--- config.mk ---
export PLATFORM = sky130hd
export DESIGN_NAME = grouped_aggregation
export DESIGN_NICKNAME = d
export VERILOG_FILES = /design/src/hw/rtl/gagg_pkg.sv /design/src/hw/rtl/gagg_div.sv /design/src/hw/rtl/grouped_aggregation.sv
export SDC_FILE = /design/constraint.sdc
export NUM_CORES = 2
export LEC_CHECK = 0
export ABC_AREA = 1
export ABC_CLOCK_PERIOD_IN_PS = 13700
export BUFFER_PORTS_ARGS = -buffer_cell sky130_fd_sc_hd__buf_2
export CORE_ASPECT_RATIO = 1.1
export CORE_UTILIZATION = 50
export CTS_BUF_LIST = sky130_fd_sc_hd__clkbuf_16
export CTS_CLUSTER_SIZE = 16
export DETAILED_ROUTE_END_ITERATION = 6
export MAX_ROUTING_LAYER = met4
export PLACE_DENSITY = 0.66
export SKIP_LAST_GASP = 1
export SLEW_MARGIN = 20
export SYNTH_ARGS = -nofsm -noshare
export SYNTH_HDL_FRONTEND = slang
export SYNTH_SLANG_ARGS = --single-unit
--- constraint.sdc ---
create_clock -name clk -period 13.7 [get_ports clk]
set_clock_uncertainty 0.05 [all_clocks]
set_input_delay 2.055 -clock clk [delete_from_list [all_inputs] [get_ports clk]]
set_output_delay 2.055 -clock clk [all_outputs]
set_load 0.05 [all_outputs]
--- src/hw/rtl/gagg_pkg.sv ---
`default_nettype none

package gagg_pkg;

    // Defaults and fixed field widths.
    localparam int MAX_GROUPS_DEF = 16;
    localparam int PADDR_W        = 5;
    localparam int PDATA_W        = 64;
    localparam int S_TDATA_W      = 40;
    localparam int M_TDATA_W      = 72;
    localparam int DIV_STEPS      = 80;
    localparam int DIV_CNT_W      = 7;

    // Register indexes, taken from paddr[4:3].
    localparam logic [1:0] REG_AGG_MODE    = 2'd0;
    localparam logic [1:0] REG_GROUP_COUNT = 2'd1;
    localparam logic [1:0] REG_EMPTY_VALUE = 2'd2;

    // Aggregation modes.
    localparam logic [1:0] MODE_SUM  = 2'd0;
    localparam logic [1:0] MODE_MEAN = 2'd1;
    localparam logic [1:0] MODE_MIN  = 2'd2;
    localparam logic [1:0] MODE_MAX  = 2'd3;

    localparam logic [63:0] S64_MAX = 64'h7FFF_FFFF_FFFF_FFFF;
    localparam logic [63:0] S64_MIN = 64'h8000_0000_0000_0000;

    // Divider control and status.
    typedef struct packed {
        logic start;
    } div_ctl_t;

    typedef struct packed {
        logic done;
        logic sat;
    } div_stat_t;

    // Value an untouched store entry holds in a given mode.
    function automatic logic [63:0] neutral_value(input logic [1:0] mode);
        logic [63:0] v;
        case (mode)
            MODE_MIN: v = S64_MAX;
            MODE_MAX: v = S64_MIN;
            default:  v = 64'd0;
        endcase
        return v;
    endfunction

endpackage

`default_nettype wire

--- src/hw/rtl/gagg_div.sv ---
`default_nettype none

// Restoring divider, one quotient bit per cycle. It divides the magnitude
// shifted left by 16 bits and flags a quotient that does not fit 63 bits.
module gagg_div
    import gagg_pkg::*;
(
    input  wire logic        clk,
    input  wire logic        rst_n,
    input  wire div_ctl_t    ctl,
    input  wire logic [63:0] dividend,
    input  wire logic [31:0] divisor,
    output div_stat_t        stat,
    output logic      [63:0] quotient
);

    logic                 busy_reg, busy_next;
    logic                 done_reg, done_next;
    logic [DIV_CNT_W-1:0] cnt_reg, cnt_next;
    logic [63:0]          dvd_reg, dvd_next;
    logic [31:0]          dvs_reg, dvs_next;
    logic [31:0]          rem_reg, rem_next;
    logic [63:0]          quo_reg, quo_next;
    logic                 ovf_reg, ovf_next;

    logic [32:0] shifted;
    logic        ge;

    always_comb
    begin
        shifted   = {rem_reg, dvd_reg[63]};
        ge        = shifted >= {1'b0, dvs_reg};
        busy_next = busy_reg;
        done_next = 1'b0;
        cnt_next  = cnt_reg;
        dvd_next  = dvd_reg;
        dvs_next  = dvs_reg;
        rem_next  = rem_reg;
        quo_next  = quo_reg;
        ovf_next  = ovf_reg;
        if (ctl.start)
        begin
            busy_next = 1'b1;
            cnt_next  = DIV_CNT_W'(DIV_STEPS - 1);
            dvd_next  = dividend;
            dvs_next  = divisor;
            rem_next  = 32'd0;
            quo_next  = 64'd0;
            ovf_next  = 1'b0;
        end
        else if (busy_reg)
        begin
            // After the 64 magnitude bits, zeros shift in for the 16 fraction bits.
            dvd_next = {dvd_reg[62:0], 1'b0};
            rem_next = ge ? 32'(shifted - {1'b0, dvs_reg}) : shifted[31:0];
            quo_next = {quo_reg[62:0], ge};
            ovf_next = ovf_reg | quo_reg[63];
            if (cnt_reg == '0)
            begin
                busy_next = 1'b0;
                done_next = 1'b1;
            end
            else
            begin
                cnt_next = cnt_reg - DIV_CNT_W'(1);
            end
        end
    end

    always_ff @(posedge clk or negedge rst_n)
    begin
        if (!rst_n)
        begin
            busy_reg <= 1'b0;
            done_reg <= 1'b0;
            cnt_reg  <= '0;
        end
        else
        begin
            busy_reg <= busy_next;
            done_reg <= done_next;
            cnt_reg  <= cnt_next;
        end
    end

    always_ff @(posedge clk)
    begin
        dvd_reg <= dvd_next;
        dvs_reg <= dvs_next;
        rem_reg <= rem_next;
        quo_reg <= quo_next;
        ovf_reg <= ovf_next;
    end

    assign stat.done = done_reg;
    assign stat.sat  = ovf_reg | quo_reg[63];
    assign quotient  = quo_reg;

endmodule

`default_nettype wire

--- src/hw/rtl/grouped_aggregation.sv ---
`default_nettype none

// A missing or bad sample is handled in the idle state; an accumulated sample reads its
// group's entry, then writes it back. Readout reads, checks and emits each group, dividing first
// for a nonempty group in mean mode. A new sample waits for the store's read-modify-write.
// Mean readout is paced by the bit-serial divider, 80 steps per nonempty group.
// Reset: registers go to sum mode, 16 groups, empty value 0; the valid bits of the store
// clear at once, so every entry reads as its neutral value and no clearing pass is run.
module grouped_aggregation
    import gagg_pkg::*;
#(
    parameter int MAX_GROUPS = MAX_GROUPS_DEF
)
(
    input  wire logic                 clk,
    input  wire logic                 rst_n,

    // Configuration port.
    input  wire logic                 psel,
    input  wire logic                 penable,
    input  wire logic                 pwrite,
    input  wire logic [PADDR_W-1:0]   paddr,
    input  wire logic [PDATA_W-1:0]   pwdata,
    output logic      [PDATA_W-1:0]   prdata,
    output logic                      pready,

    // Sample stream.
    input  wire logic                 s_tvalid,
    output logic                      s_tready,
    input  wire logic [S_TDATA_W-1:0] s_tdata,  // [31:0] sample_value, [39:32] group_id
    input  wire logic [0:0]           s_tuser,  // [0] group_missing
    input  wire logic                 s_tlast,  // last_sample

    // Result stream.
    output logic                      m_tvalid,
    input  wire logic                 m_tready,
    output logic      [M_TDATA_W-1:0] m_tdata,  // [4:0] result_group, [68:5] result_value
    output logic      [1:0]           m_tuser,  // [0] group_empty, [1] bad_group
    output logic                      m_tlast   // end_of_run
);

    localparam int IDX_W = (MAX_GROUPS > 1) ? $clog2(MAX_GROUPS) : 1;
    localparam logic [7:0] MAX_GROUPS8 = 8'(MAX_GROUPS);

    // One-hot sequencer. Accumulation reads the entry, then writes it back.
    // Readout walks the groups: read, check, and for the mean divide, then emit.
    typedef enum logic [5:0] {
        ST_IDLE   = 6'b000001,
        ST_ACC    = 6'b000010,
        ST_RO_RD  = 6'b000100,
        ST_RO_CHK = 6'b001000,
        ST_RO_DIV = 6'b010000,
        ST_RO_PUT = 6'b100000
    } state_t;

    state_t state_reg, state_next;

    // Configuration registers.
    logic [1:0]  mode_reg;
    logic [4:0]  gc_reg;
    logic [63:0] empty_value_reg;
    logic        cfg_wr;
    logic [1:0]  cfg_idx;

    assign pready  = 1'b1;
    assign cfg_wr  = psel && penable && pwrite;
    assign cfg_idx = paddr[4:3];

    always_comb
    begin
        case (cfg_idx)
            REG_AGG_MODE:    prdata = {62'd0, mode_reg};
            REG_GROUP_COUNT: prdata = {59'd0, gc_reg};
            REG_EMPTY_VALUE: prdata = empty_value_reg;
            default:         prdata = 64'd0;
        endcase
    end

    always_ff @(posedge clk or negedge rst_n)
    begin
        if (!rst_n)
        begin
            mode_reg        <= MODE_SUM;
            gc_reg          <= 5'd16;
            empty_value_reg <= 64'd0;
        end
        else if (cfg_wr)
        begin
            case (cfg_idx)
                REG_AGG_MODE:    mode_reg        <= pwdata[1:0];
                REG_GROUP_COUNT: gc_reg          <= pwdata[4:0];
                REG_EMPTY_VALUE: empty_value_reg <= pwdata;
                default:         ;
            endcase
        end
    end

    // Groups in use: a count of zero acts as one, and the count is capped at the store size.
    logic [7:0] used_groups;

    always_comb
    begin
        if (gc_reg == 5'd0)
            used_groups = 8'd1;
        else if ({3'd0, gc_reg} > MAX_GROUPS8)
            used_groups = MAX_GROUPS8;
        else
            used_groups = {3'd0, gc_reg};
    end

    // Input decode.
    logic [31:0]      in_sample;
    logic [7:0]       in_gid;
    logic             in_missing;
    logic             in_bad;
    logic [IDX_W-1:0] in_idx;
    logic             in_accept;

    assign in_sample  = s_tdata[31:0];
    assign in_gid     = s_tdata[39:32];
    assign in_missing = s_tuser[0];
    assign in_bad     = (in_gid == 8'd0) || (in_gid > used_groups);
    assign in_idx     = IDX_W'(in_gid - 8'd1);
    assign in_accept  = s_tvalid && s_tready;

    // Group store: one memory word holds the running value above the count.
    // A valid bit per entry stands in for the neutral reset value.
    logic [95:0]           mem [MAX_GROUPS];
    logic                  mem_we;
    logic [IDX_W-1:0]      mem_waddr;
    logic [95:0]           mem_wdata;
    logic                  mem_re;
    logic [IDX_W-1:0]      mem_raddr;
    logic [95:0]           rd_data_reg;
    logic [MAX_GROUPS-1:0] valid_reg, valid_next;

    always_ff @(posedge clk)
    begin
        if (mem_we)
            mem[mem_waddr] <= mem_wdata;
        if (mem_re)
            rd_data_reg <= mem[mem_raddr];
    end

    logic [63:0] rd_acc;
    logic [31:0] rd_tal;

    assign rd_acc = rd_data_reg[95:32];
    assign rd_tal = rd_data_reg[31:0];

    // Sample and readout bookkeeping.
    logic [31:0]      sample_reg, sample_next;
    logic             last_reg, last_next;
    logic [IDX_W-1:0] idx_reg, idx_next;
    logic [IDX_W-1:0] grp_reg, grp_next;

    // Accumulate: saturating add for sum and mean, compare for minimum and maximum.
    logic [63:0] cur_acc;
    logic [31:0] cur_tal;
    logic [63:0] sample_ext;
    logic [64:0] sum65;
    logic [63:0] sum_sat;
    logic [63:0] new_acc;
    logic [31:0] new_tal;

    always_comb
    begin
        cur_acc    = valid_reg[idx_reg] ? rd_acc : neutral_value(mode_reg);
        cur_tal    = valid_reg[idx_reg] ? rd_tal : 32'd0;
        sample_ext = {{32{sample_reg[31]}}, sample_reg};
        sum65      = {cur_acc[63], cur_acc} + {sample_ext[63], sample_ext};
        if (sum65[64] != sum65[63])
            sum_sat = sum65[64] ? S64_MIN : S64_MAX;
        else
            sum_sat = sum65[63:0];
        case (mode_reg)
            MODE_MIN: new_acc = ($signed(sample_ext) < $signed(cur_acc)) ? sample_ext : cur_acc;
            MODE_MAX: new_acc = ($signed(sample_ext) > $signed(cur_acc)) ? sample_ext : cur_acc;
            default:  new_acc = sum_sat;
        endcase
        new_tal = (cur_tal == 32'hFFFF_FFFF) ? cur_tal : cur_tal + 32'd1;
    end

    // Mean: the shared divider works on the magnitude, the sign is put back after.
    div_ctl_t    div_ctl;
    div_stat_t   div_stat;
    logic [63:0] div_mag;
    logic [63:0] div_quo;
    logic        acc_neg;
    logic [63:0] mean_value;

    assign acc_neg = rd_acc[63];
    assign div_mag = acc_neg ? (64'd0 - rd_acc) : rd_acc;

    gagg_div u_div (
        .clk      (clk),
        .rst_n    (rst_n),
        .ctl      (div_ctl),
        .dividend (div_mag),
        .divisor  (rd_tal),
        .stat     (div_stat),
        .quotient (div_quo)
    );

    always_comb
    begin
        if (div_stat.sat)
            mean_value = acc_neg ? S64_MIN : S64_MAX;
        else
            mean_value = acc_neg ? (64'd0 - div_quo) : div_quo;
    end

    // Output register.
    logic        out_valid_reg;
    logic [4:0]  out_group_reg;
    logic [63:0] out_value_reg;
    logic        out_empty_reg;
    logic        out_bad_reg;
    logic        out_eor_reg;
    logic        out_free;
    logic        out_load;
    logic [4:0]  load_group;
    logic [63:0] load_value;
    logic        load_empty;
    logic        load_bad;
    logic        load_eor;

    assign out_free = !out_valid_reg || m_tready;

    // Readout helpers.
    logic       grp_last;
    logic       grp_empty;
    logic [4:0] grp_number;

    assign grp_last   = (8'(grp_reg) + 8'd1) == used_groups;
    assign grp_empty  = !valid_reg[grp_reg] || (rd_tal == 32'd0);
    assign grp_number = 5'(8'(grp_reg) + 8'd1);

    assign s_tready = (state_reg == ST_IDLE) && out_free;

    always_comb
    begin
        state_next    = state_reg;
        sample_next   = sample_reg;
        last_next     = last_reg;
        idx_next      = idx_reg;
        grp_next      = grp_reg;
        valid_next    = valid_reg;
        mem_we        = 1'b0;
        mem_waddr     = idx_reg;
        mem_wdata     = {new_acc, new_tal};
        mem_re        = 1'b0;
        mem_raddr     = grp_reg;
        div_ctl.start = 1'b0;
        out_load      = 1'b0;
        load_group    = grp_number;
        load_value    = rd_acc;
        load_empty    = 1'b0;
        load_bad      = 1'b0;
        load_eor      = grp_last;

        case (state_reg)
            ST_IDLE:
            begin
                if (in_accept)
                begin
                    sample_next = in_sample;
                    last_next   = s_tlast;
                    idx_next    = in_idx;
                    grp_next    = '0;
                    if (!in_missing && in_bad)
                    begin
                        // Dropped sample: one error beat, readout may still follow.
                        out_load   = 1'b1;
                        load_group = 5'd0;
                        load_value = 64'd0;
                        load_bad   = 1'b1;
                        load_eor   = 1'b1;
                        state_next = s_tlast ? ST_RO_RD : ST_IDLE;
                    end
                    else if (!in_missing)
                    begin
                        mem_re     = 1'b1;
                        mem_raddr  = in_idx;
                        state_next = ST_ACC;
                    end
                    else
                    begin
                        state_next = s_tlast ? ST_RO_RD : ST_IDLE;
                    end
                end
            end

            ST_ACC:
            begin
                mem_we              = 1'b1;
                valid_next[idx_reg] = 1'b1;
                grp_next            = '0;
                state_next          = last_reg ? ST_RO_RD : ST_IDLE;
            end

            ST_RO_RD:
            begin
                mem_re     = 1'b1;
                state_next = ST_RO_CHK;
            end

            ST_RO_CHK:
            begin
                if (!grp_empty && (mode_reg == MODE_MEAN))
                begin
                    div_ctl.start = 1'b1;
                    state_next    = ST_RO_DIV;
                end
                else if (out_free)
                begin
                    out_load = 1'b1;
                    if (grp_empty)
                    begin
                        load_value = empty_value_reg;
                        load_empty = 1'b1;
                    end
                    if (grp_last)
                    begin
                        valid_next = '0;
                        state_next = ST_IDLE;
                    end
                    else
                    begin
                        grp_next   = grp_reg + IDX_W'(1);
                        state_next = ST_RO_RD;
                    end
                end
            end

            ST_RO_DIV:
            begin
                if (div_stat.done)
                    state_next = ST_RO_PUT;
            end

            ST_RO_PUT:
            begin
                if (out_free)
                begin
                    out_load   = 1'b1;
                    load_value = mean_value;
                    if (grp_last)
                    begin
                        valid_next = '0;
                        state_next = ST_IDLE;
                    end
                    else
                    begin
                        grp_next   = grp_reg + IDX_W'(1);
                        state_next = ST_RO_RD;
                    end
                end
            end

            default:
            begin
                state_next = ST_IDLE;
            end
        endcase

        // A mode change returns the whole store to the new mode's neutral values.
        if (cfg_wr && (cfg_idx == REG_AGG_MODE))
            valid_next = '0;
    end

    always_ff @(posedge clk or negedge rst_n)
    begin
        if (!rst_n)
        begin
            state_reg     <= ST_IDLE;
            valid_reg     <= '0;
            out_valid_reg <= 1'b0;
            last_reg      <= 1'b0;
            grp_reg       <= '0;
        end
        else
        begin
            state_reg <= state_next;
            valid_reg <= valid_next;
            last_reg  <= last_next;
            grp_reg   <= grp_next;
            if (out_load)
                out_valid_reg <= 1'b1;
            else if (m_tready)
                out_valid_reg <= 1'b0;
        end
    end

    always_ff @(posedge clk)
    begin
        sample_reg <= sample_next;
        idx_reg    <= idx_next;
        if (out_load)
        begin
            out_group_reg <= load_group;
            out_value_reg <= load_value;
            out_empty_reg <= load_empty;
            out_bad_reg   <= load_bad;
            out_eor_reg   <= load_eor;
        end
    end

    assign m_tvalid = out_valid_reg;
    assign m_tdata  = {3'd0, out_value_reg, out_group_reg};
    assign m_tuser  = {out_bad_reg, out_empty_reg};
    assign m_tlast  = out_eor_reg;

endmodule

`default_nettype wire
==> impl_metrics.toml <==
[status]
status = "finished with violations"
violations = "DRC"

[routing]
wl_um = 350100
drtAntennaViolNets = 0
via_per_inst = 5.842
drc = 2
drt-initial-drc-count = 10700
via_count = 83920
wl_per_cell_um = 24.37
dr.pass1.iters = 7

[yosys]
ys_warn_count = 0
syn_area_um2 = 103400
synth_seq_cells = 2041
synth_edf_count = 1836
synth-seq-area-share_pct = 57.80
syn_inst = 11510
synth.distinct_cells = 58
ys_async_sr_fraction_pct = 5.292
postSynthAreaPerCell_um2 = 8.985
synth_flop_cell = "edfxtp_1"

[timing]
min_period_ns = 8.473
setup_violations = 0
max_freq_mhz = 118.0
rsz0062_at_grt = "no"
slew_headroom_pct = 13.80
slew_violations = 0
tightest_slew_ns = 1.293
finalCritPeriodShare_pct = 61.85
finalSetupTns_ns = 0
finalHoldViolCount = 0

[pwr]
internal_power_mw = 13.40
leakage_nw = 47.56
clkPwrFrac_pct = 24.0
p_sw_mw = 9.212
combPwrFrac_pct = 36.5
p_per_area_nw_per_um2 = 199.9
switching_share_pct = 40.75
ir_worst_vdd_v = 0.0001818
seqPwrFrac_pct = 39.5

[grt]
antenna_found_initial = 14
grt_pass1_wl_um = 513500
grt_max_degree = 198
grt_usage_pct = 33.94
grt.overflow.total = 0
grt_pass1_vias = 78280

[cts]
cts_made_buffers = 202
htreeDepth = 4
cts_tree = "yes"
clockBufferDepth = 3
cts.sinks = 2041
ctsRootBufferMaster = "clkbuf_16"
postCtsSetupBuffers = 0
clock_latency_ns = 0.87
clk_pin_slew_ns = 0.07
cts_hold_buf = 0
cts_resized = 0

[cells_and_area]
layout.nets = 11750
most-common-layout-cells = "nand2_1 (3815), nand3_1 (1903), edfxtp_1 (1836), inv_1 (959), nor2_1 (579)"
drive_gt1_share_pct = 6.817
areaGrowthSynthToFinish_pct = 9.314
post-route-util_pct = 55.19
largest_reg_flops = 1536
final_common_cell = "nand2_1"
stdcell_count = 14370

[critical_path]
cp.arrival_ns = 8.66
start_kind = "register"
cp_common_cell = "nand2_1"
crit_family = "simple AND/OR/NAND/NOR gates"
required_ns = 13.89
cpMaxStageDelayCell = "nand3_1"
endpoint_kind = "register"
max_stage_delay_ns = 0.85
cp_num_buf_inv = 5
critPathKind = "reg2reg"
worstPathCellList = "nand2_2 > inv_2 > a22oi_1 > nand2_1 > nand2_1 > nand2_2 > nor2_4 > buf_4 > o21ai_2 > inv_1 > ha_1 > nor2_1 > inv_1 > nor3_1 > nand4_1 > nor3_1 > nand2_1 > nand2_1 > nand2_2 > nand3_2 > buf_4 > nand2_1 > nand3_1 > nand3_1"
path_max_fanout = 49

[floorplanning]
die_x_um = 435.7
dieArea_um2 = 208700
fp-row-count = 174
core-area_um2 = 204900
initial_core_util_pct = 50.49
die_h_um = 479.0
ios = 260

[worst_hold_path]
hp-class = "reg2reg"

[placed_design]
dp.cells = 13980
place.detailed.hpwl_um = 216000
port-buffer-count = 252
globalplace.congestion = 0.9893

[job]
cap_violations = 0
[synth_stat cells, types with 7 or more instances]
library cell	number	share of area, %
a21o_1	7	0.051
a21oi_1	249	1.2
a22oi_1	75	0.54
buf_1	58	0.21
buf_2	317	1.5
buf_4	22	0.16
buf_6	11	0.12
clkbuf_1	233	0.85
clkinv_1	7	0.025
dfrtp_1	106	2.6
dfxtp_1	97	1.9
edfxtp_1	1836	53
ha_1	173	2.1
inv_1	912	3.3
inv_2	10	0.036
nand2_1	3822	14
nand2_2	10	0.060
nand3_1	1905	9.2
nand3b_1	109	0.79
nand4_1	139	0.84
nor2_1	585	2.1
nor3_1	89	0.43
nor4_1	29	0.18
o211ai_1	44	0.32
o21ai_0	351	1.7
o21ai_1	13	0.063
o21ai_2	28	0.24
o21bai_1	32	0.23
o221ai_1	34	0.29
o31ai_1	7	0.051
or2_2	8	0.048
xnor2_1	15	0.13
xor2_1	115	0.97
[path summary, 6_finish.rpt]
| kind | startpoint | end | slack, ns | cells after the start |
|---|---|---|---|---|
| max in group asynchronous | rst_n | empty_value_reg[34] | 11.10 | 2 |
| setup / recovery | idx_reg[0] | mem[1][41] | 5.23 | 24 |
| hold / removal | u_div.rem_reg[31] | u_div.rem_reg[31] | 0.42 | 2 |
| min in group asynchronous | rst_n | empty_value_reg[63] | 1.16 | 1 |
| hold reg to reg | u_div.rem_reg[31] | u_div.rem_reg[31] | 0.42 | 2 |
| setup reg to reg | idx_reg[0] | mem[1][41] | 5.23 | 24 |
[stage by stage]
stage / hold slack [ns] / setup slack [ns] / power (mW) / area (um^2)
global placement: 0.3991 / 5.493 / 16.92 / 106600
floorplan: 0.3837 / 2.606 / 13.90 / 103400
detailed placement: 0.4062 / 5.384 / 17.06 / 106600
finish: 0.4242 / 5.227 / 22.61 / 113100
global route: 0.4352 / 5.090 / 23.57 / 113100
CTS: 0.4199 / 5.391 / 22.44 / 113000
[final cells by class]
type / count / area, um^2
well taps: 2728 / 3413
repair buffers: 385 / 2457
clock buffers: 205 / 5130
diodes: 6 / 15.01
multi-input cells: 7902 / 37430
flip-flops and latches: 2041 / 59780
clock inverters: 170 / 1331
fillers: 18250 / 91800
inverters: 929 / 3505
[kinds of logic (layout without fill, tap and decap cells)]
logic type	count (synthesis)	after routing	share of synthesized area, %
adders and majority gates	175	175	2.131
DFF	2041	2041	57.80
and+or+nand+nor	6727	6727	27.85
xor gates and xnor gates	130	130	1.101
buffers and inverters	1571	1689	6.246
other	2	10	0.007261
AOI/OAI and AO/OA	866	866	4.873
[per-layer routing]
metal	wire length, um	up-vias	GRT usage [%]
met5	0	-	-
met4	16030	0	14.25
met3	33030	690	4.862
met2	157400	4169	51.20
met1	143600	40330	46.05
li1	-	38740	-
[power by group through the flow]
stage	clock network [mW]	registers, mW	logic (mW)
after floorplan	0	9.02	4.88
after global routing	5.72	8.95	8.90
after global placement	0	9.04	7.87
after detailed placement	0	9.05	8.01
final	5.42	8.94	8.25
after CTS	5.48	8.92	8.04
[worst reg2reg max path: stages, from the launching register on]
cell      delay [ns]
edfxtp_1        0.55
nand2_2         0.23
inv_2           0.12
a22oi_1         0.18
nand2_1         0.07
nand2_1         0.08
nand2_2         0.10
nor2_4          0.59
buf_4           0.70
o21ai_2         0.25
inv_1           0.14
ha_1            0.31
nor2_1          0.13
inv_1           0.07
nor3_1          0.40
nand4_1         0.20
nor3_1          0.64
nand2_1         0.21
nand2_1         0.15
nand2_2         0.34
nand3_2         0.63
buf_4           0.59
nand2_1         0.13
nand3_1         0.10
nand3_1         0.85
Note: power is estimated with default switching activity, not from simulation.
